===== src/rtl/uart_rb_pkg.sv =====
// ----------------------------------------------------------------------------
// uart register block package
// transfer types, function codes, register offsets and fixed register values
// ----------------------------------------------------------------------------
package uart_rb_pkg;

  // function codes of one input transfer
  localparam logic [1:0] FUNC_READ  = 2'd0;
  localparam logic [1:0] FUNC_WRITE = 2'd1;
  localparam logic [1:0] FUNC_RX    = 2'd2;

  // register offsets
  localparam logic [2:0] OFF_RBR = 3'd0;
  localparam logic [2:0] OFF_IER = 3'd1;
  localparam logic [2:0] OFF_IIR = 3'd2;
  localparam logic [2:0] OFF_LCR = 3'd3;
  localparam logic [2:0] OFF_MCR = 3'd4;
  localparam logic [2:0] OFF_LSR = 3'd5;
  localparam logic [2:0] OFF_MSR = 3'd6;
  localparam logic [2:0] OFF_SCR = 3'd7;

  // bit positions
  localparam int unsigned LCR_DLAB_BIT = 7;
  localparam int unsigned IER_RDA_BIT  = 0;
  localparam int unsigned IER_THRE_BIT = 1;

  // fixed read values
  localparam logic [7:0] IIR_NONE       = 8'hC1;
  localparam logic [7:0] IIR_THRE       = 8'hC2;
  localparam logic [7:0] IIR_RDA        = 8'hC4;
  localparam logic [7:0] LSR_TX_IDLE    = 8'h60;
  localparam logic [7:0] LSR_DATA_READY = 8'h01;
  localparam logic [7:0] MSR_VALUE      = 8'hB0;

  typedef struct packed {
    logic [1:0] func;
    logic [2:0] offset;
    logic [7:0] wdata;
    logic [7:0] rx_byte;
  } uart_rb_in_t;

  typedef struct packed {
    logic [7:0] rdata;
    logic       irq_request;
    logic       tx_valid;
    logic [7:0] tx_byte;
  } uart_rb_out_t;

endpackage


===== src/rtl/uart_16550_register_block.sv =====
// ----------------------------------------------------------------------------
// uart 16550 register block
// register model of a fifo-less 16550-style uart: bus reads and writes plus
// received byte arrivals, one result transfer per input transfer
// ----------------------------------------------------------------------------
//  channel | ports                           | carries
//  --------+---------------------------------+-------------------------------
//  input   | in_valid, in_ready, in_data     | func, offset, wdata, rx_byte
//  result  | out_valid, out_ready, out_data  | rdata, irq_request, tx_valid,
//          |                                 | tx_byte
//
//  one transfer per cycle while the result is not stalled; the result appears
//  in the cycle after acceptance, held in the single register stage between
//  the decode logic and out_data. in_ready stays high while the result
//  register is empty or being drained, so a stalled result holds off only the
//  next input transfer. rst_n (synchronous) clears all uart registers, flags
//  and the result valid.
module uart_16550_register_block
  import uart_rb_pkg::*;
(
  input  logic         clk,
  input  logic         rst_n,
  input  logic         in_valid,
  output logic         in_ready,
  input  uart_rb_in_t  in_data,
  output logic         out_valid,
  input  logic         out_ready,
  output uart_rb_out_t out_data
);

  logic [7:0]   lcr_r, lcr_nxt;
  logic [7:0]   ier_r, ier_nxt;
  logic [7:0]   mcr_r, mcr_nxt;
  logic [7:0]   scr_r, scr_nxt;
  logic [7:0]   dll_r, dll_nxt;
  logic [7:0]   dlm_r, dlm_nxt;
  logic [7:0]   rbr_r, rbr_nxt;
  logic         rx_full_r, rx_full_nxt;
  logic         thre_pend_r, thre_pend_nxt;
  logic         out_valid_r, out_valid_nxt;
  uart_rb_out_t out_data_r, out_data_nxt;
  logic         in_xfer;
  logic         dlab;

  // input taken whenever the result slot is free or draining
  assign in_ready  = !out_valid_r || out_ready;
  assign in_xfer   = in_valid && in_ready;
  assign dlab      = lcr_r[LCR_DLAB_BIT];
  assign out_valid = out_valid_r;
  assign out_data  = out_data_r;

  // register access decode and flag updates
  always_comb begin
    lcr_nxt       = lcr_r;
    ier_nxt       = ier_r;
    mcr_nxt       = mcr_r;
    scr_nxt       = scr_r;
    dll_nxt       = dll_r;
    dlm_nxt       = dlm_r;
    rbr_nxt       = rbr_r;
    rx_full_nxt   = rx_full_r;
    thre_pend_nxt = thre_pend_r;
    out_data_nxt  = '0;
    if (in_xfer) begin
      unique case (in_data.func)
        FUNC_READ: begin
          unique case (in_data.offset)
            OFF_RBR: begin
              if (dlab) begin
                out_data_nxt.rdata = dll_r;
              end else if (rx_full_r) begin
                out_data_nxt.rdata = rbr_r;
                rx_full_nxt        = 1'b0;
              end
            end
            OFF_IER: out_data_nxt.rdata = dlab ? dlm_r : ier_r;
            OFF_IIR: begin
              // received data outranks thre; reporting thre clears it
              if (rx_full_r && ier_r[IER_RDA_BIT]) begin
                out_data_nxt.rdata = IIR_RDA;
              end else if (thre_pend_r && ier_r[IER_THRE_BIT]) begin
                out_data_nxt.rdata = IIR_THRE;
                thre_pend_nxt      = 1'b0;
              end else begin
                out_data_nxt.rdata = IIR_NONE;
              end
            end
            OFF_LCR: out_data_nxt.rdata = lcr_r;
            OFF_MCR: out_data_nxt.rdata = mcr_r;
            OFF_LSR: out_data_nxt.rdata = LSR_TX_IDLE |
                                          (rx_full_r ? LSR_DATA_READY : 8'h00);
            OFF_MSR: out_data_nxt.rdata = MSR_VALUE;
            OFF_SCR: out_data_nxt.rdata = scr_r;
          endcase
        end
        FUNC_WRITE: begin
          unique case (in_data.offset)
            OFF_RBR: begin
              if (dlab) begin
                dll_nxt = in_data.wdata;
              end else begin
                // transmit holding write
                out_data_nxt.tx_valid    = 1'b1;
                out_data_nxt.tx_byte     = in_data.wdata;
                out_data_nxt.irq_request = ier_r[IER_THRE_BIT];
                thre_pend_nxt            = 1'b1;
              end
            end
            OFF_IER: begin
              if (dlab) begin
                dlm_nxt = in_data.wdata;
              end else begin
                ier_nxt = in_data.wdata;
                if (in_data.wdata[IER_THRE_BIT]) begin
                  thre_pend_nxt            = 1'b1;
                  out_data_nxt.irq_request = 1'b1;
                end else if (in_data.wdata[IER_RDA_BIT] && rx_full_r) begin
                  out_data_nxt.irq_request = 1'b1;
                end
              end
            end
            OFF_LCR: lcr_nxt = in_data.wdata;
            OFF_MCR: mcr_nxt = in_data.wdata;
            OFF_SCR: scr_nxt = in_data.wdata;
            // fifo control and status offsets ignore writes
            default: ;
          endcase
        end
        FUNC_RX: begin
          // byte arriving at a full buffer is dropped
          if (!rx_full_r) begin
            rbr_nxt                  = in_data.rx_byte;
            rx_full_nxt              = 1'b1;
            out_data_nxt.irq_request = ier_r[IER_RDA_BIT];
          end
        end
        // unused code: all-zero result, no change
        default: ;
      endcase
    end
  end

  // result slot valid
  always_comb begin
    out_valid_nxt = out_valid_r;
    if (in_xfer) begin
      out_valid_nxt = 1'b1;
    end else if (out_ready) begin
      out_valid_nxt = 1'b0;
    end
  end

  // uart state and control
  always_ff @(posedge clk) begin
    if (!rst_n) begin
      lcr_r       <= '0;
      ier_r       <= '0;
      mcr_r       <= '0;
      scr_r       <= '0;
      dll_r       <= '0;
      dlm_r       <= '0;
      rbr_r       <= '0;
      rx_full_r   <= 1'b0;
      thre_pend_r <= 1'b0;
      out_valid_r <= 1'b0;
    end else begin
      lcr_r       <= lcr_nxt;
      ier_r       <= ier_nxt;
      mcr_r       <= mcr_nxt;
      scr_r       <= scr_nxt;
      dll_r       <= dll_nxt;
      dlm_r       <= dlm_nxt;
      rbr_r       <= rbr_nxt;
      rx_full_r   <= rx_full_nxt;
      thre_pend_r <= thre_pend_nxt;
      out_valid_r <= out_valid_nxt;
    end
  end

  // result payload, loaded on each input transfer
  always_ff @(posedge clk) begin
    if (in_xfer) begin
      out_data_r <= out_data_nxt;
    end
  end

endmodule


===== config.mk =====
export PLATFORM = sky130hd
export DESIGN_NAME = uart_16550_register_block
export DESIGN_NICKNAME = d
export VERILOG_FILES = /design/src/rtl/uart_rb_pkg.sv /design/src/rtl/uart_16550_register_block.sv
export SDC_FILE = /design/constraint.sdc
export NUM_CORES = 1
export LEC_CHECK = 0
export BUFFER_PORTS_ARGS = -buffer_cell sky130_fd_sc_hd__buf_2
export CORE_UTILIZATION = 35
export CTS_BUF_LIST = sky130_fd_sc_hd__clkbuf_8
export DETAILED_ROUTE_END_ITERATION = 12
export GPL_TIMING_DRIVEN = 1
export PLACE_DENSITY = 0.54
export RECOVER_POWER = 100
export SLEW_MARGIN = 30
export SYNTH_ARGS = -nofsm -noshare
export SYNTH_HDL_FRONTEND = slang
export SYNTH_SLANG_ARGS = --single-unit

===== constraint.sdc =====
create_clock -name clk -period 2 [get_ports clk]
set_input_delay 0.4 -clock clk [delete_from_list [all_inputs] [get_ports clk]]
set_output_delay 0.4 -clock clk [all_outputs]
set_load 0.05 [all_outputs]

* Yosys cells after proc, flatten, opt, wreduce, memory -nomap -nowiden
Cells that the tools add are included.
Operators by class: $mul 0, muxes and demuxes 27, shift-type cells 0, div/mod/pow operators 0, bitwise operators 4, add/sub/neg operators 0, equality and inequality tests 18, order comparisons 0, reductions and logical operators 22
Operators by type and width (count):
- 8-bit one-hot mux with 8 select lines | 1
- 8-bit two-way mux | 4
- 4-bit AND reduction | 4
- 1-bit two-way mux | 15
- 3-bit == test (second input constant) | 4
- 3-bit AND reduction | 4
- 10-bit two-way mux | 1
- 1-bit one-hot mux with 2 select lines | 5
- 3-bit inequality test (second input constant) | 3
- 9-bit AND reduction | 1
- 2-bit inequality test (second input constant) | 4
- 3-bit by 2-bit == test with 1-bit output (second input constant) | 2
- 2-bit nonzero test | 3
- 1-bit logical AND | 4
- 1-bit inverter | 4
- 3-bit by 1-bit == test with 1-bit output (second input constant) | 1
- 3-bit zero test | 1
- 3-bit by 1-bit inequality test with 1-bit output (second input constant) | 1
- 3-bit OR reduction | 1
- 2-bit by 1-bit == test with 1-bit output (second input constant) | 1
- 2-bit == test (second input constant) | 1
- 2-bit zero test | 1
- 2-bit two-way mux | 1
- 2-bit by 1-bit inequality test with 1-bit output (second input constant) | 1
- 3 further kinds | 3
Storage, ports and cells: flip-flop bits (word level) 77, memory bits (writable) 0, input port bits 25, ROM bits 0, memories kept 0, latch bits 0

* Longest topological paths before layout
Gate-level depths: netlist of the first run.
depth in word-level cells 6, mapped depth 7

* Least setup slack after synthesis of the first run
OpenSTA, ideal clock, no wires.
path kind register -> register, start reg out_valid_r (netlist: out_valid), end reg ier_r[7], clock period less this slack 1.816 ns, data required time 1.928 ns, setup time 0.072 ns, buffers on the path 2, slack 0.184 ns, cell stages (with the launch flop) 7, arrival 1.745 ns, path through dfxtp_1 > nand2b_1 > buf_4 > and2_4 > and4b_1 > buf_4 > mux2i_1
On the way: longest elaborated chain between the ends 4
RTL lines:
- start, declared | RTL line uart_16550_register_block.sv:40 | logic out_valid_r, out_valid_nxt;
- start signal, assigned | RTL line uart_16550_register_block.sv:176 | out_valid_r <= out_valid_nxt;
- 1-bit zero test | RTL line uart_16550_register_block.sv:46 | assign in_ready = !out_valid_r || out_ready;
- 1-bit logical OR | RTL line uart_16550_register_block.sv:46
- net in_ready | RTL line uart_16550_register_block.sv:24 | output logic in_ready,
- 1-bit logical AND | RTL line uart_16550_register_block.sv:47 | assign in_xfer = in_valid && in_ready;
- net in_xfer | RTL line uart_16550_register_block.sv:42 | logic in_xfer;
- 4-bit AND reduction (no line)
- end signal, assigned | RTL line uart_16550_register_block.sv:168 | ier_r <= ier_nxt;
- end, declared | RTL line uart_16550_register_block.sv:32 | logic [7:0] ier_r, ier_nxt;
The timed path passes the listed nets, and every way through them passes these cells. A chain may end at the register's enable or synchronous reset.

* Worst setup path in the final report of the first run
start reg lcr_r[7], end reg out_data_r, in the netlist out_data[1] (data pin)
On the way: longest elaborated chain between the ends 1
RTL lines:
- start, declared | RTL line uart_16550_register_block.sv:31 | logic [7:0] lcr_r, lcr_nxt;
- start signal, assigned | RTL line uart_16550_register_block.sv:167 | lcr_r <= lcr_nxt;
- 3-bit OR reduction (no line)
- end signal, assigned | RTL line uart_16550_register_block.sv:183 | out_data_r <= out_data_nxt;
- end, declared | RTL line uart_16550_register_block.sv:41 | uart_rb_out_t out_data_r, out_data_nxt;
No other way between the ends.

==> results of run 1 <==
-- layer usage --
layer  track usage [%]  part of all wire (%)  up-vias
met1             22.93                    50     1342
met4             7.857                   1.5        0
li1                  -                     -     1360
met2             27.44                    46       43
met5                 0                     0        -
met3             2.632                   2.9       10
-- critical path: stages, from the launching register on --
cell and delay, ns:
dfxtp_1 0.37, buf_4 0.22, nand2b_1 0.21, nor4_1 0.32, clkbuf_1 0.40, and2_0 0.19
-- state kept, by name, indices dropped and copies added, names as in the netlist, 8 cells and up --
name	count
out_data	18
lcr_r	8
mcr_r	8
scr_r	8
dlm_r	8
rbr_r	8
dll_r	8
ier_r	8
-- placed cells by master, fill, tap and decap left out, types with 5 or more instances in the layout --
master,instances
mux2i_1,46
clkbuf_8,9
nand2_1,38
nor2b_1,29
edfxtp_1,18
buf_2,24
nor2_1,8
inv_1,8
and2_1,5
nand3_1,21
o21ai_0,21
clkbuf_1,24
a21oi_1,10
nand2b_1,5
dfxtp_1,59
buf_4,9
a31oi_1,7
-- report_power, final --
part	internal [mW]	total [mW]	leakage (nW)	switching [mW]
Sequential	1.62	1.63	0.656	0.0129
Combinational	0.0935	0.322	0.837	0.229
Clock	0.559	1.13	0.0990	0.575
Total	2.27	3.09	1.59	0.816
-- how the worst max path moves through the flow --
| stage | slack, ns | cells after the start | endpoint |
|---|---|---|---|
| after floorplan | 0.18 | 6 | ier_r[7] |
| after global placement | 0.04 | 6 | dll_r[6] |
| after detailed placement | 0.05 | 6 | dll_r[0] |
| after CTS | 0.19 | 5 | dll_r[0] |
| after global routing | 0.05 | 5 | rbr_r[4] |
| final | 0.16 | 5 | out_data[1] |
-- cells by family after synthesis --
kind of cell / after synthesis / synth area share (%)
adder cells (fa/ha/maj): 3 / 1.024
AND/OR/NAND/NOR: 133 / 22.18
multiplexers: 52 / 14.81
AO/OA/AOI/OAI: 57 / 9.826
flip-flops: 77 / 46.95
buffers and inverters: 32 / 5.220
-- layout make-up --
type	count	area, µm²	share of cell area, %
sequential	77	1722	41.60
multi-input combinational	245	1710	41.32
timing repair buffer	61	327.8	7.920
tap	136	170.2	4.111
clock buffer	9	123.9	2.993
clock inverter	7	58.81	1.421
inverter	7	26.28	0.6348
-- cells in the mapped netlist (2+ instances only) --
cell type / number
nand3b_1: 2
nor4_1: 2
a22oi_1: 3
and4b_1: 3
a221oi_1: 2
and3_1: 2
a31oi_1: 7
nand4_4: 3
nor2_1: 8
nand2_1: 38
ha_1: 3
edfxtp_1: 18
nand4_1: 2
buf_2: 6
inv_1: 6
and2_1: 8
a32oi_1: 3
clkbuf_1: 6
nor2b_1: 29
nand2b_1: 5
dfxtp_1: 59
nand3_1: 20
buf_4: 7
mux2_2: 4
buf_6: 5
mux2i_1: 46
a21oi_1: 10
o21ai_0: 21
==> results.toml, run 1 <==
[drt]
dr.pass1.iters = 4
drtIter0Drc = 172
ant_nets = 0
routed_via_density = 5.083
finalWirelength_um = 8895
wl_per_cell_um = 16.41
vias = 2755
remaining_drc_errors = 0

[floorplan]
die_h_um = 104.4
dieArea_um2 = 10890
rows = 37
io_pins = 45
core_area_um2 = 10230
die_w_um = 104.4
start_util_pct = 35.84

[global_routing]
grt_usage_pct = 17.23
grt_pass1_vias = 2769
gr-total-overflow = 0
grt_pass1_wl_um = 14660
grt_max_degree = 68
antenna_found_initial = 0

[setup_path]
start_kind = "register"
crit_start = "lcr_r[7]"
worstSetupPathType = "register to register"
worstSetupEndpointType = "register"
r2r_end = "out_data[1]"
crit_required_ns = 2.22
rr_startpoint = "lcr_r[7]"
cp_max_fo = 13
reg2regPathDepth = 5
reg2reg_setup_slack_ns = 0.16
cp.arrival_ns = 2.06

[place]
dp.cells = 526
place_area_um2 = 4045
finalWeightedCongestion = 0.8355
portBuffers = 44
dp_hpwl_um = 6104
dp_slack_ns = 0.04946

[clock_tree]
numCtsBuffers = 9
cts_resized = 0
clk_latency_ns = 0.35
cts_setup_buffers = 0
clk_pin_slew_ns = 0.08
htree_levels = 3
cts_hold_buf = 0
cts.sinks = 77
clockBufferDepth = 2
cts_root_buffer = "clkbuf_8"
cts_tree = "built"

[sta]
setup_tns_ns = 0
hold_ws_ns = 0.2981
finalSetupViolCount = 0
rsz0062_at_grt = "no"
final_period_minus_worst_setup_slack_ns = 1.843
max_slew_margin_pct = 50.43
period_share_pct = 92.14
drv_slew = 0
worst_slack_ns = 0.1572
fmax_mhz = 542.6
worst_pin_slew_ns = 0.7415
hold_viol = 0
fin_skew_ns = 0.006465

[finish]
nNetsFinal = 429
n_antenna_cell = 0
fin_util_pct = 40.45
fill_cells = 1023
syn_to_final_growth_pct = 12.86
final_area_um2 = 4139
layout-drive-gt1-share_pct = 15.02
fin_cells = 542

[yosys]
syn-instance-count = 354
yosysWarningCount = 0
yosys.area.top_type = "dfxtp_1"
yosysTopAreaCellShare_pct = 32.21
synth_edf_count = 18
synth_area_leaders = "dfxtp_1 (32%), edfxtp_1 (15%), mux2i_1 (13%)"
yosys_register_bits = 77
ys.flop_type = "dfxtp_1"
ys_async_sr_fraction_pct = 0
synth_area_um2 = 3667
ys_seq_area_share_pct = 46.95
avgSynthCellArea_um2 = 10.36
synth.distinct_cells = 54
syn_nets = 382

[power]
power.total_mw = 3.089
peakVddDrop_v = 0.0002473
p_leak_nw = 1.591
power.density_nw_per_um2 = 746.4

[hold_path]
hold_path_startpoint = "in_data[6]"
hold_depth = 3
hp-class = "primary input to register"
whs_endpoint = "rbr_r[6]"

[outcome]
outcome = "completed"

[job]
timing.max_cap.violations = 0
Power figures use the tool's default switching activity.
==> run 2: changes to the inputs <==
--- a/config.mk
+++ b/config.mk
@@ -6,11 +6,11 @@
 export NUM_CORES = 1
 export LEC_CHECK = 0
 export BUFFER_PORTS_ARGS = -buffer_cell sky130_fd_sc_hd__buf_2
-export CORE_UTILIZATION = 35
+export CORE_UTILIZATION = 23
 export CTS_BUF_LIST = sky130_fd_sc_hd__clkbuf_8
 export DETAILED_ROUTE_END_ITERATION = 12
 export GPL_TIMING_DRIVEN = 1
-export PLACE_DENSITY = 0.54
+export PLACE_DENSITY = 0.4
 export RECOVER_POWER = 100
 export SLEW_MARGIN = 30
 export SYNTH_ARGS = -nofsm -noshare
==> run 2 against run 1 <==
Die area rose by 51%. Clock power rose by 17%. Global-route usage fell by 4.2 points. Largest power group unchanged. Critical path depth fell by 1. Combinational power rose by 5%.
==> results.toml, run 2 (synthesis gave the netlist of run 1 again) <==
[drt]
dr.pass1.iters = 4
routed_via_density = 4.415
drtIter0Drc = 194
vias = 2768
ant_nets = 0
finalWirelength_um = 10230
wl_per_cell_um = 16.31
remaining_drc_errors = 0

[setup_path]
crit_required_ns = 2.28
start_kind = "register"
worstSetupPathType = "register to register"
reg2reg_setup_slack_ns = 0.22
rr_startpoint = "lcr_r[7]"
reg2regPathDepth = 4
worstSetupEndpointType = "register"
r2r_end = "dlm_r[4]"
cp_max_fo = 14
cp.arrival_ns = 2.07

[finish]
layout_common_cells = "dfxtp_1 (59), mux2i_1 (46), nand2_1 (38), nor2b_1 (29), clkbuf_1 (28)"
nNetsFinal = 439
layout-drive-gt1-share_pct = 17.07
fin_util_pct = 28.31
final_area_um2 = 4352
syn_to_final_growth_pct = 18.66
fin_cells = 627
largest_reg_flops = 18
n_antenna_cell = 0
final_common_cell = "dfxtp_1"

[sta]
rsz0062_at_grt = "no"
hold_viol = 0
worst_slack_ns = 0.2153
max_slew_margin_pct = 42.15
hold_ws_ns = 0.2869
drv_slew = 0
worst_pin_slew_ns = 0.8677
fmax_mhz = 560.3
period_share_pct = 89.23
setup_tns_ns = 0
fin_skew_ns = 0.007971
finalSetupViolCount = 0
final_period_minus_worst_setup_slack_ns = 1.785

[clock_tree]
numCtsBuffers = 9
cts_resized = 0
cts.sinks = 77
clk_latency_ns = 0.36
cts_tree = "built"
htree_levels = 3
cts_hold_buf = 0
cts_setup_buffers = 0
clockBufferDepth = 2
clk_pin_slew_ns = 0.08
cts_root_buffer = "clkbuf_8"

[hold_path]
hp-class = "primary input to register"
hold_depth = 3
hold_path_startpoint = "in_data[2]"
whs_endpoint = "rbr_r[2]"

[power]
peakVddDrop_v = 0.0002453
power.total_mw = 3.299
p_leak_nw = 1.644
power.density_nw_per_um2 = 758.1

[global_routing]
grt_pass1_wl_um = 15870
gr-total-overflow = 0
grt_usage_pct = 13.08
grt_pass1_vias = 2683
grt_max_degree = 37
antenna_found_initial = 0

[job]
timing.max_cap.violations = 0

[floorplan]
core_area_um2 = 15370
rows = 45
die_h_um = 128.3
io_pins = 45
die_w_um = 128.3
start_util_pct = 23.86
dieArea_um2 = 16450

[place]
portBuffers = 44
dp_slack_ns = 0.1690
dp_hpwl_um = 7494
finalWeightedCongestion = 0.7903
dp.cells = 611
place_area_um2 = 4239

[outcome]
outcome = "completed"
-- run 2: cell count changes in the layout (fill, tap and decap cells not counted), sizes merged --
cell	before	now
buf	35	42
bufinv	1	2
clkinv	4	2
inv	8	9
clkbuf	35	39
clkinvlp	1	0
-- run 2: worst max-delay path by stage --
stage                 from            to  slack [ns]  cells past startpoint
3_5_place_dp   in_data[17]  out_data[15]        0.17                      5
6_report          lcr_r[7]      dlm_r[4]        0.22                      4
2_1_floorplan    out_valid      ier_r[7]        0.18                      6
3_3_place_gp   in_data[18]  out_data[11]        0.14                      5
5_1_grt           lcr_r[7]   out_data[0]        0.09                      5
4_1_cts           lcr_r[7]      dll_r[2]        0.21                      5
-- run 2: cell type report --
cell class / instances / area (µm²)
clock inverter: 6 / 85.08
multi-input combinational: 245 / 1739
inverter: 7 / 26.28
clock buffer: 10 / 137.6
timing repair buffer: 71 / 377.9
sequential: 77 / 1722
fill: 1648 / 11020
tap: 211 / 264.0
-- run 2: report_power, final --
| part | switching [mW] | internal (mW) |
|---|---|---|
| clock | 0.589 | 0.736 |
| combinational | 0.238 | 0.0999 |
| sequential | 0.0159 | 1.62 |
| total | 0.842 | 2.46 |
-- run 2: critical path, cell delays in order (launching register included) --
cell and delay, ns:
dfxtp_1 0.45, buf_4 0.28, and4_1 0.26, clkbuf_1 0.47, mux2i_1 0.25
-- run 2: routing by layer --
metal / vias up / wire, µm / GRT usage, %
met5: - / 0 / 0
met4: 0 / 221 / 6.574
met3: 14 / 359 / 1.586
met2: 54 / 4550 / 19.81
met1: 1312 / 5098 / 18.23
li1: 1388 / - / -
